$ cat src/rtl/assert_macros.svh
// assertion helpers used by clre_tok_buf
`ifndef ASSERT_MACROS_SVH
`define ASSERT_MACROS_SVH

// same-cycle implication, checked outside reset
`define CLRE_ASSERT_IMP(lbl, clk, rst_n, pre, post) \
  lbl: assert property (@(posedge clk) disable iff (!rst_n) (pre) |-> (post)) \
    else $error("assertion failed");

// next-cycle implication, checked outside reset
`define CLRE_ASSERT_NEXT(lbl, clk, rst_n, pre, post) \
  lbl: assert property (@(posedge clk) disable iff (!rst_n) (pre) |=> (post)) \
    else $error("assertion failed");

`endif

$ cat src/rtl/clre_pkg.sv
// ----------------------------------------------------------------------------
// clre_pkg
// Types and constants for the cell list run-length encoder.
// ----------------------------------------------------------------------------
package clre_pkg;

  localparam int COORD_BITS = 16;
  localparam int RUN_BITS   = COORD_BITS + 1;
  localparam int MAX_TOKS   = 3;

  // request kinds
  localparam logic REQ_CELL   = 1'b0;
  localparam logic REQ_FINISH = 1'b1;

  // token symbols
  localparam logic [1:0] SYM_LIVE  = 2'd0;
  localparam logic [1:0] SYM_ROW   = 2'd1;
  localparam logic [1:0] SYM_BLANK = 2'd2;
  localparam logic [1:0] SYM_ERROR = 2'd3;

  typedef struct packed {
    logic                  req_type;
    logic [COORD_BITS-1:0] cell_col;
    logic [COORD_BITS-1:0] cell_row;
  } in_req_t;

  typedef struct packed {
    logic [RUN_BITS-1:0] run_length;
    logic [1:0]          symbol;
    logic                last_token;
  } out_tok_t;

  // tokens produced by one request, slot 0 goes out first
  typedef struct packed {
    out_tok_t [MAX_TOKS-1:0] tok;
    logic [1:0]              cnt;
  } tok_set_t;

endpackage

$ cat src/rtl/clre_enc.sv
// ----------------------------------------------------------------------------
// clre_enc
// Encoder state (row, last column, open run) and token generation for one
// request.
// ----------------------------------------------------------------------------
module clre_enc import clre_pkg::*; (
  input  logic     clk,
  input  logic     rst_n,
  input  logic     take,
  input  in_req_t  req,
  output tok_set_t toks
);

  logic [COORD_BITS-1:0] cur_row_r, cur_row_nxt;
  logic [RUN_BITS-1:0]   last_col_r, last_col_nxt;
  logic [RUN_BITS-1:0]   open_run_r, open_run_nxt;

  logic                  fresh, col_none, behind, col_bad, err;
  logic                  run_nz, gap_nz, live_first;
  logic [RUN_BITS-1:0]   col_ext, eff_run, gap, row_diff;
  logic [1:0]            n;

  assign col_ext  = {1'b0, req.cell_col};
  assign fresh    = req.cell_row > cur_row_r;
  assign behind   = req.cell_row < cur_row_r;
  assign col_none = last_col_r == {RUN_BITS{1'b1}};
  assign col_bad  = !fresh && !col_none && (col_ext <= last_col_r);
  assign err      = behind || col_bad;
  assign run_nz   = open_run_r != '0;
  assign eff_run  = fresh ? '0 : open_run_r;
  assign gap      = (fresh || col_none) ? col_ext
                                        : (col_ext - last_col_r - RUN_BITS'(1));
  assign gap_nz   = gap != '0;
  assign row_diff = {1'b0, req.cell_row - cur_row_r};
  // open run is flushed on a new row, or ahead of a blank run
  assign live_first = run_nz && (fresh || gap_nz);

  always_comb begin
    toks.tok = '0;
    n        = 2'd0;
    if (req.req_type == REQ_FINISH) begin
      if (run_nz) begin
        toks.tok[n] = '{run_length: open_run_r, symbol: SYM_LIVE, last_token: 1'b0};
        n = n + 2'd1;
      end
    end else if (err) begin
      toks.tok[n] = '{run_length: RUN_BITS'(1), symbol: SYM_ERROR, last_token: 1'b0};
      n = n + 2'd1;
    end else begin
      if (live_first) begin
        toks.tok[n] = '{run_length: open_run_r, symbol: SYM_LIVE, last_token: 1'b0};
        n = n + 2'd1;
      end
      if (fresh) begin
        toks.tok[n] = '{run_length: row_diff, symbol: SYM_ROW, last_token: 1'b0};
        n = n + 2'd1;
      end
      if (gap_nz) begin
        toks.tok[n] = '{run_length: gap, symbol: SYM_BLANK, last_token: 1'b0};
        n = n + 2'd1;
      end
    end
    if (n != 2'd0) begin
      toks.tok[n - 2'd1].last_token = 1'b1;
    end
    toks.cnt = n;
  end

  always_comb begin
    cur_row_nxt  = cur_row_r;
    last_col_nxt = last_col_r;
    open_run_nxt = open_run_r;
    if (take) begin
      if (req.req_type == REQ_FINISH) begin
        cur_row_nxt  = '0;
        last_col_nxt = '1;
        open_run_nxt = '0;
      end else if (!err) begin
        if (fresh) begin
          cur_row_nxt = req.cell_row;
        end
        last_col_nxt = col_ext;
        open_run_nxt = gap_nz ? RUN_BITS'(1) : (eff_run + RUN_BITS'(1));
      end
    end
  end

  always_ff @(posedge clk) begin
    if (!rst_n) begin
      cur_row_r  <= '0;
      last_col_r <= '1;
      open_run_r <= '0;
    end else begin
      cur_row_r  <= cur_row_nxt;
      last_col_r <= last_col_nxt;
      open_run_r <= open_run_nxt;
    end
  end

endmodule

$ cat src/rtl/clre_tok_buf.sv
// ----------------------------------------------------------------------------
// clre_tok_buf
// Holds the tokens of one request and hands them out one per cycle while out_stall is low.
// ----------------------------------------------------------------------------
`include "assert_macros.svh"

module clre_tok_buf import clre_pkg::*; (
  input  logic     clk,
  input  logic     rst_n,
  input  logic     load,
  input  tok_set_t toks,
  output logic     buf_free,
  output logic     out_valid,
  input  logic     out_stall,
  output out_tok_t out_data
);

  out_tok_t [MAX_TOKS-1:0] tok_r, tok_nxt;
  logic [1:0]              cnt_r, cnt_nxt;
  logic [1:0]              idx_r, idx_nxt;
  logic                    out_fire;

  assign out_valid = cnt_r != 2'd0;
  assign out_data  = tok_r[idx_r];
  assign out_fire  = out_valid && !out_stall;
  // free when empty, or once the last held token leaves this cycle
  assign buf_free  = (cnt_r == 2'd0) || ((cnt_r == 2'd1) && !out_stall);

  always_comb begin
    tok_nxt = tok_r;
    cnt_nxt = cnt_r;
    idx_nxt = idx_r;
    if (load) begin
      tok_nxt = toks.tok;
      cnt_nxt = toks.cnt;
      idx_nxt = 2'd0;
    end else if (out_fire) begin
      cnt_nxt = cnt_r - 2'd1;
      idx_nxt = idx_r + 2'd1;
    end
  end

  always_ff @(posedge clk) begin
    tok_r <= tok_nxt;
  end

  always_ff @(posedge clk) begin
    if (!rst_n) begin
      cnt_r <= 2'd0;
      idx_r <= 2'd0;
    end else begin
      cnt_r <= cnt_nxt;
      idx_r <= idx_nxt;
    end
  end

  `CLRE_ASSERT_IMP(a_last_on_final, clk, rst_n, out_valid,
                   out_data.last_token == (cnt_r == 2'd1))
  `CLRE_ASSERT_IMP(a_slots_in_range, clk, rst_n, out_valid,
                   ({1'b0, idx_r} + {1'b0, cnt_r}) <= 3'd3)
  `CLRE_ASSERT_IMP(a_error_single, clk, rst_n,
                   out_valid && (out_data.symbol == SYM_ERROR),
                   (out_data.run_length == RUN_BITS'(1)) && out_data.last_token)
  `CLRE_ASSERT_NEXT(a_drain_empty, clk, rst_n,
                    out_fire && (cnt_r == 2'd1) && !load, !out_valid)

endmodule

$ cat src/rtl/cell_list_rle_encoder_unit.sv
// a request passes the staging register, then the token buffer, which drives out_
// throughput: one request per cycle with out_stall low and each making at most one token
// requests behind one that causes more than one token stall while the token buffer drains
// reset clears row, column and open run state and both pipeline valids
// no clearing pass; the block takes requests in the first cycle after reset
// ----------------------------------------------------------------------------
// cell_list_rle_encoder_unit
// Turns a sorted list of live cells into run-length tokens.
// ----------------------------------------------------------------------------
module cell_list_rle_encoder_unit import clre_pkg::*; (
  input  logic     clk,
  input  logic     rst_n,
  input  logic     in_valid,
  output logic     in_stall,
  input  in_req_t  in_data,
  output logic     out_valid,
  input  logic     out_stall,
  output out_tok_t out_data
);

  logic     stg_valid_r, stg_valid_nxt;
  in_req_t  stg_data_r, stg_data_nxt;
  logic     buf_free, move, in_fire;
  tok_set_t toks;

  assign move     = stg_valid_r && buf_free;
  assign in_stall = stg_valid_r && !buf_free;
  assign in_fire  = in_valid && !in_stall;

  always_comb begin
    stg_valid_nxt = stg_valid_r;
    stg_data_nxt  = stg_data_r;
    if (in_fire) begin
      stg_valid_nxt = 1'b1;
      stg_data_nxt  = in_data;
    end else if (move) begin
      stg_valid_nxt = 1'b0;
    end
  end

  always_ff @(posedge clk) begin
    stg_data_r <= stg_data_nxt;
  end

  always_ff @(posedge clk) begin
    if (!rst_n) begin
      stg_valid_r <= 1'b0;
    end else begin
      stg_valid_r <= stg_valid_nxt;
    end
  end

  clre_enc u_enc (
    .clk   (clk),
    .rst_n (rst_n),
    .take  (move),
    .req   (stg_data_r),
    .toks  (toks)
  );

  clre_tok_buf u_tok_buf (
    .clk       (clk),
    .rst_n     (rst_n),
    .load      (move),
    .toks      (toks),
    .buf_free  (buf_free),
    .out_valid (out_valid),
    .out_stall (out_stall),
    .out_data  (out_data)
  );

endmodule

$ cat config.mk
export PLATFORM = sky130hd
export DESIGN_NAME = cell_list_rle_encoder_unit
export DESIGN_NICKNAME = d
export VERILOG_FILES = /design/src/rtl/clre_pkg.sv /design/src/rtl/clre_enc.sv /design/src/rtl/clre_tok_buf.sv /design/src/rtl/cell_list_rle_encoder_unit.sv
export VERILOG_INCLUDE_DIRS = /design/src /design/src/rtl
export SDC_FILE = /design/constraint.sdc
export NUM_CORES = 1
export LEC_CHECK = 0
export BUFFER_PORTS_ARGS = -buffer_cell sky130_fd_sc_hd__buf_2
export CAP_MARGIN = 20
export CELL_PAD_IN_SITES_DETAIL_PLACEMENT = 2
export CELL_PAD_IN_SITES_GLOBAL_PLACEMENT = 2
export CORE_MARGIN = 2
export CORE_UTILIZATION = 35
export DETAILED_ROUTE_END_ITERATION = 10
export MAX_ROUTING_LAYER = met4
export PLACE_DENSITY_LB_ADDON = 0.1
export SLEW_MARGIN = 5
export SYNTH_ARGS = -nofsm -noshare
export SYNTH_HDL_FRONTEND = slang
export SYNTH_HIERARCHICAL = 1
export SYNTH_SLANG_ARGS = --single-unit
$ cat constraint.sdc
create_clock -name clk -period 8.35 [get_ports clk]
set_input_delay 0.4175 -clock clk [delete_from_list [all_inputs] [get_ports clk]]
set_output_delay 0.4175 -clock clk [all_outputs]
set_load 0.01 [all_outputs]
; ---- Word level (Yosys, flattened, before mapping)
; Cells that the tools add are included.
[totals]
regBits = 148
latch_bits = 0
ramBits = 0
mem_bits_ro = 0
in_bits = 37
out_inout_bits = 22
wordCells = 120
memories = 0
[classes]
n_addsub = 9
mul = 0
div = 0
magnitude_cmp = 10
n_eq_ne = 3
n_shift = 0
n_mux = 48
bitwise_logic = 1
n_reduce_logical = 31
[op_table]
columns = cell, count
row1 = 60-bit two-way mux, 5
row2 = 60-bit bitwise mux, 3
row3 = 20-bit two-way mux, 9
row4 = 20-bit demux with 2-bit select, 3
row5 = 17-bit two-way mux, 7
row6 = 40-bit two-way mux, 2
row7 = 16-bit two-way mux, 3
row8 = 20-bit binary-select mux with 2-bit select, 1
row9 = 17-bit nonzero test, 2
row10 = 2-bit two-way mux, 10
row11 = "17-bit by 1-bit adder with 17-bit output, second input constant", 1
row12 = "17-bit == test, second input constant", 1
row13 = 16-bit by 17-bit less-or-equal comparator with 1-bit output, 1
row14 = 16-bit by 17-bit subtractor with 17-bit output, 1
row15 = "17-bit by 1-bit subtractor with 17-bit output, second input constant", 1
row16 = 16-bit > comparator, 1
row17 = 16-bit less-than comparator, 1
row18 = 16-bit subtractor, 1
row19 = "2-bit by 3-bit less-than comparator with 1-bit output, second input constant", 4
row20 = 1-bit logical AND, 11
row21 = 2-bit nonzero test, 5
row22 = "2-bit by 1-bit adder with 2-bit output, second input constant", 3
row23 = "2-bit by 1-bit greater-or-equal comparator with 1-bit output, second input constant", 3
row24 = 1-bit zero test, 5
row25 = 10 further kinds, 18

; ---- Depth between registers and ports, before layout
[depth]
word_depth = 24
ltp_mapped = 20
depth_no_buf = 19

; ---- By module
; Netlist, hierarchy kept.
[by_module_without_submodules]
columns = module, instances, cells_per_inst, area_each_um2, seq_area_each_um2
row1 = clre_enc, 1, 819, 5728.0, 1001.0
row2 = clre_tok_buf, 1, 154, 2441.1, 1881.8
row3 = cell_list_rle_encoder_unit, 1, 38, 1044.8, 1011.0

; ---- Worst setup path after synthesis
; OpenSTA, ideal clock, no wires.
[synth_path]
kind = reg2reg
from = register stg_data_r[0] (netlist name)
to = register u_tok_buf.cnt_r[0]
setup_ns = 0.125
arrival_time_ns = 4.458
required_time_ns = 8.225
setup_slack_ns = 3.767
path_stages_with_launch = 21
n_path_buf = 1
synth_period_minus_slack_ns = 4.583
path_cell_list = edfxtp_1 -> inv_1 -> ha_1 -> inv_1 -> fa_1 -> a211oi_1 -> o211ai_1 -> a41oi_1 -> a21boi_4 -> inv_4 -> nand2_2 -> o41a_1 -> nor3_1 -> a21oi_1 -> ha_1 -> o31a_1 -> clkbuf_1 -> nor3_1 -> or3_1 -> o21ai_0 -> a21oi_1
[synth_lines]
columns = item, line
row1 = start: declaration, cell_list_rle_encoder_unit.sv:22  ; in_req_t stg_data_r, stg_data_nxt;
row2 = start signal: assignment, cell_list_rle_encoder_unit.sv:42  ; stg_data_r <= stg_data_nxt;
row3 = end signal: assignment, clre_tok_buf.sv:52  ; cnt_r <= cnt_nxt;
row4 = end: declaration, clre_tok_buf.sv:19  ; logic [1:0] cnt_r, cnt_nxt;

==> results by group <==
Route
  • Pre-antenna DRT Iters: 5
  • DRC Markers: 0
  • Iter 0 DRT Violations: 518
  • Final ANT Viol Nets: 0
  • Routed length per instance: 23.2 um
  • Vias post-DR: ~8,100
  • Vias per Instance: 5.79
  • Drt total wl: around 32,000 um

Yosys
  • Synth top area cells: edfxtp_1 30%, dfxtp_1 12%, ha_1 5.3%
  • Sequential fraction of the synthesis area: between 40% and 50%
  • Count leader, synth: nand2_1
  • Post-Synthesis Cells: approximately 1,000
  • Synth top area share: between 30 and 40%
  • FFs w/ async S/R, synth: 0%
  • Syn_nets: 1,089
  • Yosys top cell by area: edfxtp_1
  • Commonest cells post-synth: 101 x nand2_1, 93 x edfxtp_1, 78 x nor2_1, 63 x inv_1, 62 x o21ai_0
  • Cell variety after synth: 74
  • Most frequently used flop master after synthesis: edfxtp_1
  • Synth warn: 6
  • EDFF count, synth: a little over 90
  • Synth Cell Area: 9210 sq um
  • Seq cells post-synth: about 150
  • Syn Area/Cell: 9.11 sq um

Timing
  • Final Hold Viols: 0
  • Final Setup Violations: 0
  • Fin crit share: 73.5%
  • Worst relative slew slack: 21.6%
  • Sum Neg Setup Slack: 0 ns
  • Clk_skew: around 0.015 ns
  • RSZ-0062 raised after global routing: no
  • F_max: 0.163 GHz
  • Final Critical Period: between 6 and 7 ns
  • Tightest Pin Transition: 1.17 ns
  • Max Slew Vio Count: 0

Global route
  • Vias in the first global route: roughly 8,600
  • Initial antenna violation count: 0
  • Total global routing overflow: 0
  • GRT Resource Usage Total: 24.5%
  • Largest net degree at the start of global routing: 56
  • Wire length of the first global-routing pass: 50,900 um

Pwr
  • Sw frac: 38.1%
  • Combinational share of power: 32.3%
  • Peak supply drop: 122 uV
  • Clk pwr share: 31.5%
  • Sw Pwr: ~0.00096 W
  • Leak Pwr: 4.04 nW
  • Sequential Power Share: 36.3%
  • Int Pwr: 0.00155 W
  • Total chip power: 0.00251 W
  • PwrDens: ~240 nW/um^2

Floorplan
  • Num ports: 59
  • Die Ht: 166 um
  • Full die area: 27,600 sq um
  • Die Wd: 166 um
  • Site Rows: a little under 60
  • Initial core utilization: between 30 and 40%
  • CORE AREA: 26,000 sq um

Critical path
  • Crit. Startpoint: stg_data_r[0]
  • Critical Path Sink Type: register
  • Critical Path Slowest Stage Cell: o41a_1
  • CP required: 8.53 ns
  • R2R depth: 19
  • Most frequent cell on the critical path: inv_1
  • Family with the most delay on the worst path: compound AO/OA/AOI/OAI gates
  • Crit path to: u_tok_buf/tok_r[9]
  • Crit. path cell count: 19
  • RR Endpoint: u_tok_buf/tok_r[9]
  • Crit path arrival time: around 6.3 ns
  • CP Launch Type: register
  • Crit-path max cell delay: 0.64 ns
  • R2R Setup Slk: approximately 2.2 ns
  • Kind of critical path: reg2reg
  • Worst Path Max Fanout: 31
  • Buf+Inv Stages, Crit Path: 5
  • Critical-path cell list: inv_1 -> ha_1 -> inv_1 -> fa_1 -> a211oi_1 -> o211ai_1 -> a41oi_1 -> a21boi_4 -> inv_4 -> nand2_2 -> o41a_1 -> nor3_1 -> a21oi_1 -> inv_1 -> ha_1 -> o31a_1 -> buf_8 -> nor4_1 -> o311a_1
  • R2r startpoint: stg_data_r[0]

Placement
  • Final Wtd Congestion: between 0.8 and 0.9
  • Detailed Place HPWL: 23,100 um
  • IO Port Bufs: 58

Worst hold path
  • Worst Hold Class: in2reg
  • Beginning of the worst hold path: in_data[19]

Cells and area
  • Fill cell count: 2,869
  • Layout cells sized above 1: 12.1%
  • Area grow syn2layout: 13.0%
  • Fin nets: 1,127
  • # diodes: 0

Clocking
  • Root buffer cell: clkbuf_16
  • Maximum clock path buffer count: 2
  • H-tree Lvls: 4
  • Skew-Pair Late Insertion Delay: 0.44 ns
  • # Post-CTS Setup Buffers: 0
  • CTS resizes: 0
  • Number of hold buffers added after CTS: 0
  • Clock slew at reported path FFs: 0.08 ns
  • CTS tree: done
  • TritonCTS Buffers: 17
  • Clock Sinks: about 150

Run
  • Max cap viols: 0

Status
  • Status: completed
## per-layer routing
layer | vias to the layer above | routed length, um | track usage [%]
met5 | - | 0 | -
met4 | 0 | 669 | 6.90
met3 | 30 | 1070 | 3.86
met2 | 139 | 15000 | 38.7
met1 | 4114 | 15700 | 32.6
li1 | 3800 | - | -
## metrics by stage
step / cell area (sq um) / util [%] / setup slack [ns] / cells / hold slack (ns)
6_report: 10400 / 40.1 / 2.21 / 1397 / 0.148
3_5_place_dp: 9820 / 37.8 / 2.04 / 1364 / 0.460
5_1_grt: 10400 / 40.1 / 1.72 / 1397 / 0.124
4_1_cts: 10400 / 40.0 / 1.99 / 1396 / 0.133
2_1_floorplan: 9210 / - / 3.77 / 1011 / 0.431
3_3_place_gp: 9820 / 37.8 / 2.29 / 1364 / 0.441
## worst min path at each step
stage / to / depth (start not counted)
6_report: stg_data_r[19] / 1
3_3_place_gp: u_enc/cur_row_r[15] / 2
5_1_grt: stg_data_r[19] / 1
4_1_cts: stg_data_r[19] / 1
3_5_place_dp: u_enc/cur_row_r[4] / 2
2_1_floorplan: u_enc/cur_row_r[11] / 2
## flip-flops by register name, summed over array words and instances, names as in the netlist
name,cells
u_enc/cur_row_r,16
u_tok_buf/tok_r,60
u_tok_buf/idx_r,2
u_enc/last_col_r,17
stg_data_r,33
u_enc/open_run_r,17
u_tok_buf/cnt_r,2
stg_valid_r,1
## worst reg2reg max path: cells and delay by family, from the launching register on
kind            cells  cell delay (ns)
compound gates      8             2.99
simple gates        3             0.91
fa+ha+maj           3             0.85
buf+inv             5             0.77
flops               1             0.39
## area by class of cell
cell class              count  area (sq um)  area share (%)
clock inverters            13           108            1.03
repair buffers             73           410            3.94
multi-input cells         745          4870            46.7
inverters                  64           243            2.33
flip-flops and latches    148          3890            37.4
well taps                 335           419            4.02
clock buffers              19           475            4.57
## placed cells by master (no fill, tap or decap), types with 5 or more instances in the layout
cell / n
nand3_1: 50
clkbuf_16: 19
o22ai_2: 10
o21a_1: 11
inv_6: 5
nand2_1: 101
xor2_1: 10
a21boi_1: 11
o21ai_0: 62
and2_1: 13
o311a_1: 9
nand2b_1: 8
o211ai_1: 9
nand4_1: 15
nor2_1: 78
nor3_1: 45
inv_1: 63
a21o_1: 12
o21bai_1: 10
a21oi_1: 38
xnor2_1: 17
nor2b_1: 7
o31a_1: 6
edfxtp_1: 93
mux2i_1: 32
nor4_1: 17
a21boi_0: 23
and3_1: 8
dfxtp_1: 55
o31ai_1: 6
buf_4: 14
nor4b_1: 8
ha_1: 39
or3_1: 11
buf_2: 58
## kinds of logic after synthesis
| family | count (synthesis) | share of synthesized area, % |
|---|---|---|
| multiplexers | 34 | 3.72 |
| XOR/XNOR | 27 | 2.57 |
| flip-flops | 148 | 42.3 |
| buffers and inverters | 118 | 5.15 |
| adder cells (fa/ha/maj) | 41 | 5.73 |
| other | 1 | 0.0407 |
| AND/OR/NAND/NOR | 380 | 20.2 |
| AO/OA/AOI/OAI | 262 | 20.4 |
## power groups by stage
| stage | clock network [W] | registers, W | logic, W |
|---|---|---|---|
| finish | 0.000790 | 0.000910 | 0.000809 |
| global route | 0.000833 | 0.000918 | 0.000883 |
| CTS | 0.000806 | 0.000911 | 0.000803 |
| detailed placement | 0 | 0.000927 | 0.000798 |
| global placement | 0 | 0.000923 | 0.000784 |
| floorplan | 0 | 0.000912 | 0.000530 |
Power figures use the tool's default switching activity.
